--- config.mk ---
export PLATFORM = sky130hd
export DESIGN_NAME = frc_agen
export DESIGN_NICKNAME = d
export VERILOG_FILES = /design/src/hdl/frc_pkg.sv /design/src/hdl/frc_agen.sv
export SDC_FILE = /design/constraint.sdc
export NUM_CORES = 1
export LEC_CHECK = 0
export ABC_AREA = 1
export BUFFER_PORTS_ARGS = -buffer_cell sky130_fd_sc_hd__buf_2
export CAP_MARGIN = 40
export CELL_PAD_IN_SITES_DETAIL_PLACEMENT = 1
export CELL_PAD_IN_SITES_GLOBAL_PLACEMENT = 1
export CORE_UTILIZATION = 48
export DETAILED_ROUTE_END_ITERATION = 8
export MAX_ROUTING_LAYER = met4
export PLACE_DENSITY_LB_ADDON = 0.15
export SLEW_MARGIN = 0
export SYNTH_ARGS = -nofsm -noshare
export SYNTH_HDL_FRONTEND = slang
export SYNTH_SLANG_ARGS = --single-unit
--- constraint.sdc ---
create_clock -name clk -period 16.2 [get_ports clk]
set_input_delay 3.24 -clock clk [delete_from_list [all_inputs] [get_ports clk]]
set_output_delay 3.24 -clock clk [all_outputs]
set_load 0.01 [all_outputs]
--- src/hdl/frc_pkg.sv ---
// Package for the clockwise frame rotator: sizes, register indexes, action codes,
// the request struct between address generator and top level, and dimension clamping.
// Depends on nothing; every other file of the block but frc_ram imports it.
`default_nettype none

package frc_pkg;

  localparam int MAX_DIM   = 256;
  localparam int COORD_W   = $clog2(MAX_DIM);
  localparam int DIM_W     = $clog2(MAX_DIM + 1);
  localparam int ADDR_W    = 2 * COORD_W;
  localparam int TOTAL_W   = $clog2(MAX_DIM * MAX_DIM + 1);
  localparam int CHAN_W    = 8;
  localparam int PIX_W     = 4 * CHAN_W;
  localparam int CFG_W     = 9;
  localparam int CFG_IDX_W = 2;

  localparam logic [CFG_W-1:0] DIM_RESET = CFG_W'(256);

  typedef enum logic [CFG_IDX_W-1:0] {
    REG_FRAME_WIDTH   = 2'd0,
    REG_FRAME_HEIGHT  = 2'd1,
    REG_ALPHA_PRESENT = 2'd2
  } reg_index_t;

  typedef enum logic {
    ACT_LOAD = 1'b0,
    ACT_EMIT = 1'b1
  } action_t;

  // One frame store access, issued in the cycle a beat is accepted.
  typedef struct packed {
    logic              wr_en;
    logic              rd_en;
    logic [ADDR_W-1:0] addr;
    logic              last;
    logic              alpha;
  } mem_req_t;

  // A zero dimension acts as one, anything above MAX_DIM acts as MAX_DIM.
  function automatic logic [DIM_W-1:0] clamp_dim(input logic [CFG_W-1:0] v);
    logic [DIM_W-1:0] res;
    if (v == '0) begin
      res = DIM_W'(1);
    end else if (int'(v) > MAX_DIM) begin
      res = DIM_W'(MAX_DIM);
    end else begin
      res = DIM_W'(v);
    end
    return res;
  endfunction

endpackage

`default_nettype wire

--- src/hdl/frc_agen.sv ---
// Address generator of the clockwise frame rotator: load index and emit row/column
// counters, and the frame store address of each accepted beat. Depends on frc_pkg.
`default_nettype none

module frc_agen
  import frc_pkg::*;
(
  input  logic             clk,
  input  logic             rst,
  input  logic             accept,
  input  action_t          action,
  input  logic [DIM_W-1:0] width,
  input  logic [DIM_W-1:0] height,
  input  logic             alpha_present,
  output mem_req_t         req
);

  logic [ADDR_W-1:0]  load_index;
  logic [ADDR_W-1:0]  load_index_next;
  logic [COORD_W-1:0] emit_row;
  logic [COORD_W-1:0] emit_row_next;
  logic [COORD_W-1:0] emit_col;
  logic [COORD_W-1:0] emit_col_next;

  logic [2*DIM_W-1:0] total_prod;
  logic [TOTAL_W-1:0] total;
  logic [ADDR_W-1:0]  load_addr;
  logic [TOTAL_W-1:0] load_inc;
  logic [COORD_W-1:0] row;
  logic [COORD_W-1:0] col;
  logic [DIM_W-1:0]   src_row;
  logic [2*DIM_W-1:0] emit_prod;
  logic [ADDR_W-1:0]  emit_addr;
  logic [DIM_W-1:0]   row_inc;
  logic [DIM_W-1:0]   col_inc;
  logic               is_last;

  always_comb begin
    total_prod = width * height;
    total      = TOTAL_W'(total_prod);

    // Load side: an index left beyond a shrunken frame restarts at zero.
    load_addr = (TOTAL_W'(load_index) >= total) ? '0 : load_index;
    load_inc  = TOTAL_W'(load_addr) + TOTAL_W'(1);
    load_index_next = (load_inc >= total) ? '0 : load_inc[ADDR_W-1:0];

    // Emit side: target (row, col) reads source row height-1-col, column row.
    row       = (DIM_W'(emit_row) >= width)  ? '0 : emit_row;
    col       = (DIM_W'(emit_col) >= height) ? '0 : emit_col;
    src_row   = height - DIM_W'(1) - DIM_W'(col);
    emit_prod = src_row * width;
    emit_addr = ADDR_W'(emit_prod + (2*DIM_W)'(row));
    is_last   = (DIM_W'(row) == width - DIM_W'(1)) && (DIM_W'(col) == height - DIM_W'(1));

    row_inc = DIM_W'(row) + DIM_W'(1);
    col_inc = DIM_W'(col) + DIM_W'(1);
    if (col_inc >= height) begin
      emit_col_next = '0;
      emit_row_next = (row_inc >= width) ? '0 : row_inc[COORD_W-1:0];
    end else begin
      emit_col_next = col_inc[COORD_W-1:0];
      emit_row_next = row;
    end

    req.wr_en = accept && (action == ACT_LOAD);
    req.rd_en = accept && (action == ACT_EMIT);
    req.addr  = (action == ACT_LOAD) ? load_addr : emit_addr;
    req.last  = is_last;
    req.alpha = alpha_present;
  end

  always_ff @(posedge clk) begin
    if (rst) begin
      load_index <= '0;
      emit_row   <= '0;
      emit_col   <= '0;
    end else if (accept) begin
      case (action)
        ACT_LOAD: begin
          load_index <= load_index_next;
        end
        ACT_EMIT: begin
          emit_row <= emit_row_next;
          emit_col <= emit_col_next;
        end
        default: begin
          load_index <= load_index;
        end
      endcase
    end
  end

endmodule

`default_nettype wire

==> flow_summary_export.csv <==
group,metric,value,unit
place,dpl.hpwl,25400,um
critical_path,r2r_setup_slack,10680,ps
cells_and_area,n_antenna_cell,0,
status,status,"complete, no violations",
min_path,hp-class,"register to register",
timing,fin_setup_tns,0,ps
power,p_sw,778,uW
die,start_util,0.493,
logic_synthesis,synth_xor_area_frac,0.0514,
route,drtAntennaViolNets,0,
cells_and_area,utilization,0.516,
clocking,root_buffer,"clkbuf_16",
logic_synthesis,synth_fp_nets,1713,
clocking,ctsResizeCount,0,
power,pwr_density_cell,132,mW/mm2
critical_path,reg2reg_to,"load_index[2]",
die,rows,52,
route,drt-vias-per-instance,5.29,
power,p_seq_frac,0.058,
logic_synthesis,synth_top_family_by_area,"adder cells",
cells_and_area,area_delta_synth_final,4.76,%
critical_path,setup.worst_path.start,"height[4]",
logic_synthesis,synthArstFlopShare,0,
place,port_buffers,40,
power,vdd_drop_max,0.0969,mV
critical_path,regToRegStartpoint,"load_index[7]",
route,wl,29700,um
cells_and_area,layout_commonest_cell,"nand2_1",
run,drv_cap,0,
power,p_sw_frac,0.559,
critical_path,cp.required,12960,ps
timing,slew_headroom,0.464,
logic_synthesis,synth.cell_area,0.0100,mm2
logic_synthesis,syn_area_per_cell,7.02,um2
logic_synthesis,muxShareOfSynthArea,0,
power,comb_power_share,0.867,
route,detail_route.drc_violations,0,
route,first_pass_iters,4,
power,leakage,5.97,nW
grt,antenna_found_initial,0,
timing,fmax,68.0,MHz
die,core,0.0204,mm2
cells_and_area,layout_common_cells,"nand2_1 (330), inv_1 (308), ha_1 (157)",
critical_path,slowest_stage,"xor2_1",
critical_path,critPathArrivalTime,11460,ps
power,power,1.39,mW
clocking,cts_tree,"built",
critical_path,crit_fanout,11,
route,wire_per_inst,17.3,um
grt,grt_overflow,0,
timing,finalMaxSlewViolations,0,
logic_synthesis,synth_seq_cells,32,
timing,period_share,0.907,
die,dieArea,0.0215,mm2
min_path,whs_endpoint,"emit_col[0]",
logic_synthesis,synth_edf_count,0,
clocking,h-tree-depth,2,
clocking,clk_latency,290,ps
logic_synthesis,ys_warn_count,0,
timing,final-setup-viol-count,0,
min_path,whs_path_depth,2,
die,die-width,147,um
timing,layout_min_cycle_time,14700,ps
cells_and_area,nFillCells,2741,
cells_and_area,num-nets-final,1723,
critical_path,slowest_delay,630,ps
grt,grt_pass1_vias,9954,
route,drtIter0Drc,422,
critical_path,start_kind,"primary input",
timing,worstMarginPinSlew,796,ps
clocking,clockBufferDepth,2,
clocking,clkSlewWorstSetupHoldPaths,60,ps
grt,grt_pass1_wl,50500,um
route,num_vias,9040,
power,power.share.clock,0.076,
clocking,cts_buffers,5,
critical_path,worstSetupEndpointType,"output pin",
min_path,hp-start,"emit_col[0]",
cells_and_area,drive_above_1_share,0.0840,
grt,gr-usage-all-layers,0.304,
grt,grt_max_degree,34,
place,place_congestion,0.933,
critical_path,criticalPathCategory,"primary input to output pin",
timing,finClkSkew,5.14,ps
logic_synthesis,synth_ff_type,"dfxtp_1",
logic_synthesis,synthesis.instances,1430,
logic_synthesis,synthAdderAreaFrac,0.401,
die,fp.dieH,147,um
clocking,post_cts_buffers,0,
logic_synthesis,synth-compound-area-share,0.0826,
clocking,clock_sinks,32,
logic_synthesis,synth-simple-area-share,0.259,
logic_synthesis,ys_seq_area_frac,0.0638,
logic_synthesis,yosysUniqueCellTypes,51,
timing,rsz0062_at_grt,"no",
timing,hold_viol_final,0,
critical_path,reg2regPathDepth,34,
clocking,cts_hold_repair.buffers,0,
die,io_pins,43,
power,p_int,613,uW
-- sequential cells by signal, summed over array words and instances, names as in the netlist --
| register | count |
|---|---|
| emit_col | 8 |
| emit_row | 8 |
| load_index | 16 |
-- layer usage --
metal | share of wire | global-route usage
met5 | 0 | -
met4 | 0.019 | 0.0708
met3 | 0.034 | 0.0363
met2 | 0.50 | 0.517
met1 | 0.45 | 0.385
-- critical path, delay by kind of cell --
kind	cells	cell delay, ps
AO/OA/AOI/OAI	13	2330
XOR/XNOR	1	630
AND/OR/NAND/NOR	8	960
adder cells (fa/ha/maj)	8	3410
buffers and inverters	7	900
-- through the flow --
stage               cell area [um2]  hold slack [ps]  setup slack, ps  cells
detailed placement            10400              465             1530   1703
floorplan                     10000              445             2550   1430
finish                        10500              480             1500   1710
global placement              10300              453             1820   1702
global route                  10500              487              781   1710
CTS                           10500              474             1490   1710
-- worst max-delay path by stage --
stage / to / slack [ps] / cells after the start
after CTS: req[16] / 1490 / 37
after global placement: req[16] / 1820 / 37
after detailed placement: req[16] / 1530 / 37
final: req[16] / 1500 / 37
after floorplan: req[17] / 2550 / 40
after global routing: req[16] / 780 / 41
-- Yosys cell counts, drive strengths merged, types with 2 or more instances --
master,number,area [um2]
nand2,348,1390
inv,311,1170
ha,157,1960
nor2,125,519
fa,103,2060
a21oi,85,470
nand3,60,383
xor2,42,375
o21ai,37,189
dfxtp,32,641
clkbuf,31,156
xnor2,16,140
nand4,15,100
nor3,12,65.1
or2,8,50.1
buf,7,71.3
a21o,5,37.5
a221oi,4,35.0
clkinv,4,15.0
nand3b,4,30.0
o22ai,4,25.0
a31oi,3,18.8
o21bai,3,22.5
dlygate4sd3,2,20.0
nor4b,2,17.5
o211ai,2,15.0
-- cell families (layout without fill, tap and decap cells) --
logic type,after synthesis,after routing
flops,32,32
compound gates,145,145
simple gates,580,580
xor+xnor,58,58
buf+inv,355,365
fa+ha+maj,260,260
-- area by class of cell --
class	count	area [um2]	share of cell area
clock buffers	7	153	0.0145
multi-input cells	1043	7970	0.758
inverters	315	1180	0.112
flip-flops and latches	32	641	0.0609
well taps	270	338	0.0321
repair buffers	43	235	0.0224
-- power groups by stage --
stage	registers [mW]	clock network, mW	logic, mW
after detailed placement	0.0818	0	1.21
after floorplan	0.0816	0	0.871
after CTS	0.0800	0.107	1.22
after global routing	0.0801	0.109	1.38
after global placement	0.0818	0	1.16
final	0.0800	0.105	1.21
Note: power is estimated with default switching activity, not from simulation.
