## src/hdl/frc_pkg.sv

```systemverilog
// Package for the clockwise frame rotator: sizes, register indexes, action codes,
// the request struct between address generator and top level, and dimension clamping.
// Depends on nothing; every other file of the block but frc_ram imports it.
`default_nettype none

package frc_pkg;

  localparam int MAX_DIM   = 256;
  localparam int COORD_W   = $clog2(MAX_DIM);
  localparam int DIM_W     = $clog2(MAX_DIM + 1);
  localparam int ADDR_W    = 2 * COORD_W;
  localparam int TOTAL_W   = $clog2(MAX_DIM * MAX_DIM + 1);
  localparam int CHAN_W    = 8;
  localparam int PIX_W     = 4 * CHAN_W;
  localparam int CFG_W     = 9;
  localparam int CFG_IDX_W = 2;

  localparam logic [CFG_W-1:0] DIM_RESET = CFG_W'(256);

  typedef enum logic [CFG_IDX_W-1:0] {
    REG_FRAME_WIDTH   = 2'd0,
    REG_FRAME_HEIGHT  = 2'd1,
    REG_ALPHA_PRESENT = 2'd2
  } reg_index_t;

  typedef enum logic {
    ACT_LOAD = 1'b0,
    ACT_EMIT = 1'b1
  } action_t;

  // One frame store access, issued in the cycle a beat is accepted.
  typedef struct packed {
    logic              wr_en;
    logic              rd_en;
    logic [ADDR_W-1:0] addr;
    logic              last;
    logic              alpha;
  } mem_req_t;

  // A zero dimension acts as one, anything above MAX_DIM acts as MAX_DIM.
  function automatic logic [DIM_W-1:0] clamp_dim(input logic [CFG_W-1:0] v);
    logic [DIM_W-1:0] res;
    if (v == '0) begin
      res = DIM_W'(1);
    end else if (int'(v) > MAX_DIM) begin
      res = DIM_W'(MAX_DIM);
    end else begin
      res = DIM_W'(v);
    end
    return res;
  endfunction

endpackage

`default_nettype wire

```

## src/hdl/frc_pix_if.sv

```systemverilog
// Pixel stream interfaces of the clockwise frame rotator: input beats and result beats,
// each with valid, ready and payload. Depends on frc_pkg for the channel width.
`default_nettype none


interface frc_pix_out_if;
  import frc_pkg::*;
  logic              valid;
  logic              ready;
  logic [CHAN_W-1:0] red_out;
  logic [CHAN_W-1:0] green_out;
  logic [CHAN_W-1:0] blue_out;
  logic [CHAN_W-1:0] alpha_out;
  logic              last_of_frame;

  modport source (output valid, red_out, green_out, blue_out, alpha_out, last_of_frame,
                  input ready);
  modport sink   (input valid, red_out, green_out, blue_out, alpha_out, last_of_frame,
                  output ready);
endinterface

`default_nettype wire

```

## src/hdl/frc_obuf.sv

```systemverilog
// Result buffer of the clockwise frame rotator: output register plus one skid entry that
// catch frame store read data while the downstream side stalls. Depends on frc_pkg and
// frc_pix_out_if.
`default_nettype none

module frc_obuf
  import frc_pkg::*;
(
  input  logic             clk,
  input  logic             rst,
  input  logic             rd_valid,
  input  logic [PIX_W-1:0] rd_word,
  input  logic             rd_last,
  input  logic             rd_alpha,
  output logic             room,
  frc_pix_out_if.source    pix_out
);

  logic             out_valid;
  logic [PIX_W-1:0] out_word;
  logic             out_last;
  logic             skid_valid;
  logic [PIX_W-1:0] skid_word;
  logic             skid_last;

  logic             pop;
  logic             out_free;
  logic [1:0]       occ;
  logic [PIX_W-1:0] rd_masked;

  always_comb begin
    pop       = out_valid && pix_out.ready;
    out_free  = !out_valid || pop;
    occ       = 2'(out_valid) + 2'(skid_valid) + 2'(rd_valid);
    // At most two results are ever in flight here, counting a read under way.
    room      = (occ < 2'd2) || pop;
    rd_masked = rd_alpha ? rd_word : {{CHAN_W{1'b0}}, rd_word[PIX_W-CHAN_W-1:0]};
  end

  always_ff @(posedge clk) begin
    if (rst) begin
      out_valid  <= 1'b0;
      skid_valid <= 1'b0;
    end else if (out_free) begin
      if (skid_valid) begin
        out_valid  <= 1'b1;
        skid_valid <= rd_valid;
      end else begin
        out_valid  <= rd_valid;
      end
    end else if (rd_valid) begin
      skid_valid <= 1'b1;
    end
  end

  always_ff @(posedge clk) begin
    if (out_free) begin
      if (skid_valid) begin
        out_word  <= skid_word;
        out_last  <= skid_last;
        skid_word <= rd_masked;
        skid_last <= rd_last;
      end else begin
        out_word <= rd_masked;
        out_last <= rd_last;
      end
    end else if (rd_valid) begin
      skid_word <= rd_masked;
      skid_last <= rd_last;
    end
  end

  assign pix_out.valid         = out_valid;
  assign pix_out.red_out       = out_word[CHAN_W-1:0];
  assign pix_out.green_out     = out_word[2*CHAN_W-1:CHAN_W];
  assign pix_out.blue_out      = out_word[3*CHAN_W-1:2*CHAN_W];
  assign pix_out.alpha_out     = out_word[4*CHAN_W-1:3*CHAN_W];
  assign pix_out.last_of_frame = out_last;

endmodule

`default_nettype wire

```

## src/flat_wrapper.sv

```systemverilog
// flat-port wrapper written by rule: the top's interface ports become plain ports
module frc_obuf_flat import frc_pkg::*;
  (clk, rst, rd_valid, rd_word, rd_last, rd_alpha, room, pix_out_valid, pix_out_red_out, pix_out_green_out, pix_out_blue_out, pix_out_alpha_out, pix_out_last_of_frame, pix_out_ready);
  frc_pix_out_if pix_out_i ();
  input  logic clk;
  input  logic rst;
  input  logic rd_valid;
  input  logic [PIX_W-1:0] rd_word;
  input  logic rd_last;
  input  logic rd_alpha;
  output logic room;
  output wire logic [$bits(pix_out_i.valid)-1:0] pix_out_valid;
  output wire logic [$bits(pix_out_i.red_out)-1:0] pix_out_red_out;
  output wire logic [$bits(pix_out_i.green_out)-1:0] pix_out_green_out;
  output wire logic [$bits(pix_out_i.blue_out)-1:0] pix_out_blue_out;
  output wire logic [$bits(pix_out_i.alpha_out)-1:0] pix_out_alpha_out;
  output wire logic [$bits(pix_out_i.last_of_frame)-1:0] pix_out_last_of_frame;
  input wire logic [$bits(pix_out_i.ready)-1:0] pix_out_ready;
  assign pix_out_valid = pix_out_i.valid;
  assign pix_out_red_out = pix_out_i.red_out;
  assign pix_out_green_out = pix_out_i.green_out;
  assign pix_out_blue_out = pix_out_i.blue_out;
  assign pix_out_alpha_out = pix_out_i.alpha_out;
  assign pix_out_last_of_frame = pix_out_i.last_of_frame;
  assign pix_out_i.ready = pix_out_ready;
  frc_obuf u_core (.clk(clk), .rst(rst), .rd_valid(rd_valid), .rd_word(rd_word), .rd_last(rd_last), .rd_alpha(rd_alpha), .room(room), .pix_out(pix_out_i));
endmodule
```

## config.mk

```make
export PLATFORM = sky130hd
export DESIGN_NAME = frc_obuf_flat
export DESIGN_NICKNAME = d
export VERILOG_FILES = /design/src/hdl/frc_pkg.sv /design/src/hdl/frc_pix_if.sv /design/src/hdl/frc_obuf.sv /design/src/flat_wrapper.sv
export SDC_FILE = /design/constraint.sdc
export NUM_CORES = 1
export LEC_CHECK = 0
export BUFFER_PORTS_ARGS = -buffer_cell sky130_fd_sc_hd__buf_4
export CORE_ASPECT_RATIO = 0.6
export CORE_UTILIZATION = 46
export CTS_CLUSTER_DIAMETER = 30
export DETAILED_ROUTE_END_ITERATION = 12
export PLACE_DENSITY_LB_ADDON = 0.2
export SYNTH_ARGS = -nofsm -noshare
export SYNTH_HDL_FRONTEND = slang
export SYNTH_SLANG_ARGS = --single-unit
```

## constraint.sdc

```tcl
create_clock -name clk -period 2.25 [get_ports clk]
set_input_delay 0.45 -clock clk [delete_from_list [all_inputs] [get_ports clk]]
set_output_delay 0.45 -clock clk [all_outputs]
set_load 0.02 [all_outputs]
```

==> results_dict.tcl <==
set metrics [dict create \
    die_h_um 60.32 \
    hp-class "in -> reg" \
    clk-insertion-delay-late_ps 330 \
    numCtsBuffers 9 \
    cts-root-buf "clkbuf_8" \
    cts_tree "built" \
    cp-end-kind "output pin" \
    slew_viol_final 0 \
    wl_per_cell_um 16.41 \
    initial_core_util_pct 49.62 \
    die_w_um 99.20 \
    worstSetupPathType "reg -> out" \
    clockBufferDepth 2 \
    drc_errors 0 \
    die-area_um2 5984 \
    fin_area_um2 3401 \
    max_freq_mhz 533.8 \
    global_route.usage.met2_pct 25.79 \
    final-seq-area_um2 2023 \
    cts_resized 0 \
    p_leak_nw 1.348 \
    synth_seq_cells 68 \
    layout_common_cells "75 x buf_4, 66 x edfxtp_1, 18 x mux2_2" \
    synth_area_leaders "edfxtp_1 76%, mux2_4 8.6%, mux2_2 7.8%" \
    grt_max_degree 35 \
    clock_skew_ps 8.608 \
    min_period_ps 1873 \
    drtIter0Drc 38 \
    path_clk_slew_ps 60 \
    dr.pass1.iters 6 \
    synth-seq-area-share_pct 77.54 \
    fin_setup_tns_ps 0 \
    synthesis.area_um2 2608 \
    netlist_instances 126 \
    nets 247 \
    h-tree-depth 3 \
    synth-warning-count 0 \
    layout_commonest_cell "buf_4" \
    slew_headroom_pct 48.10 \
    path_cells "buf_4 -> a21oi_1 -> a21o_1 -> buf_4" \
    yosys.area.top_type "edfxtp_1" \
    via_per_inst 4.964 \
    use_met3_pct 9.708 \
    drv_cap 0 \
    crit_path_max_incr_delay_ps 320 \
    path_max_fanout 24 \
    drive_gt1_share_pct 57.75 \
    crit_required_ps 1800 \
    place_area_um2 3218 \
    vias 1385 \
    worstSetupStartpointType "flip-flop" \
    postLayoutCoreUtil_pct 64.71 \
    rows 20 \
    syn_to_final_growth_pct 30.42 \
    cts_hold_buf 0 \
    ys_types 15 \
    io_buffers 72 \
    outcome "finished, final reports clean" \
    p_per_area_nw_per_um2 808.6 \
    diodes 0 \
    whs_ps 273.2 \
    finalSetupViolations 0 \
    hpwl_um 3070 \
    grt.busiest_layer "met2" \
    synth_top_area_share_pct 76.01 \
    grt_pass1_vias 1388 \
    syn_nets 165 \
    hold_violations 0 \
    rsz0062_at_grt "no" \
    grt-ovfl-total 0 \
    ant_nets 0 \
    post-cts-setup-buffers 0 \
    crit_top_cell "buf_4" \
    grt_usage_pct 16.55 \
    cp_data_arrival_time_ps 1420 \
    cp_slowest_cell "dfxtp_2" \
    routabilityCongestion 0.6837 \
    vdd_drop_max_uv 398.1 \
    grt_pass1_wl_um 6920 \
    multi_input_area_um2 545.5 \
    core_area_um2 5255 \
    cts_sinks 68 \
    avgSynthCellArea_um2 20.69 \
    antenna_found_initial 0 \
    met1_usage_pct 19.69 \
    top_level_ports 73 \
    drt-total-wl_um 4579 \
    worst_pin_slew_ps 775.7 \
    period_share_pct 83.25 \
    nFillCells 379 \
]
-- path summary, 6_finish.rpt --
path	startpoint	to	slack [ps]	cells after the start
max	u_core.skid_valid$_SDFFE_PP0P_	room	380	4
min	rst	u_core.skid_valid$_SDFFE_PP0P_	270	2
max reg2reg	u_core.pix_out.valid$_SDFFE_PP0P_	u_core.skid_word[30]$_DFFE_PP_	560	3
min reg2reg	u_core.skid_word[1]$_DFFE_PP_	u_core.out_word[1]$_DFFE_PP_	550	1
-- state kept, by name, summed over array words and instances (netlist names) --
register                      flops
u_core.out_word                  32
u_core.skid_word                 32
u_core.pix_out.last_of_frame      1
u_core.pix_out.valid              1
u_core.skid_last                  1
u_core.skid_valid                 1
-- per-stage QoR --
stage	worst slack [ps]	instances	power [mW]
floorplan	16.57	126	1.687
CTS	345.9	279	2.777
finish	376.8	279	2.750
global placement	474.1	263	1.837
global route	295.9	279	2.859
detailed placement	397.8	263	1.848
-- power by group --
| part | switching [mW] | total, mW | internal (mW) |
|---|---|---|---|
| Combinational | 0.156 | 0.313 | 0.157 |
| Clock | 0.433 | 0.933 | 0.501 |
| Sequential | 0.0228 | 1.50 | 1.48 |
-- Yosys cell counts --
| library cell | count |
|---|---|
| edfxtp_1 | 66 |
| dfxtp_1 | 2 |
| nand2_1 | 4 |
| nor2b_1 | 1 |
| mux2_2 | 18 |
| buf_2 | 1 |
| buf_6 | 3 |
| mux2_4 | 15 |
| and2_1 | 8 |
| o21ai_1 | 1 |
| a21oi_1 | 3 |
| a21o_1 | 1 |
| ha_1 | 1 |
| nor2_1 | 1 |
| inv_1 | 1 |
-- critical path, delay by kind of cell (launching register included) --
| kind | cells | cell delay (ps) |
|---|---|---|
| compound gates | 2 | 290 |
| buf+inv | 2 | 470 |
| flops | 1 | 320 |
-- final cells by class --
class                      instances  share of cell area [%]
clock buffer                      10                   3.753
clock inverter                     6                   1.619
inverter                           1                  0.1104
multi-input combinational         53                   16.04
sequential                        68                   59.49
tap                               66                   2.428
timing repair buffer              75                   16.56
-- per-layer routing --
| layer | wire length [um] | share of wire, % |
|---|---|---|
| met2 | 2112 | 46 |
| met1 | 2086 | 46 |
| met4 | 39 | 0.85 |
| met5 | 0 | 0 |
| met3 | 341 | 7.4 |
-- cells by family after synthesis --
logic type	count (synthesis)	synth area share (%)
flops	68	77.54
mux	33	16.41
simple gates	14	2.879
compound gates	5	1.055
buf+inv	5	1.631
fa+ha+maj	1	0.4798
Note: power is estimated with default switching activity, not from simulation.
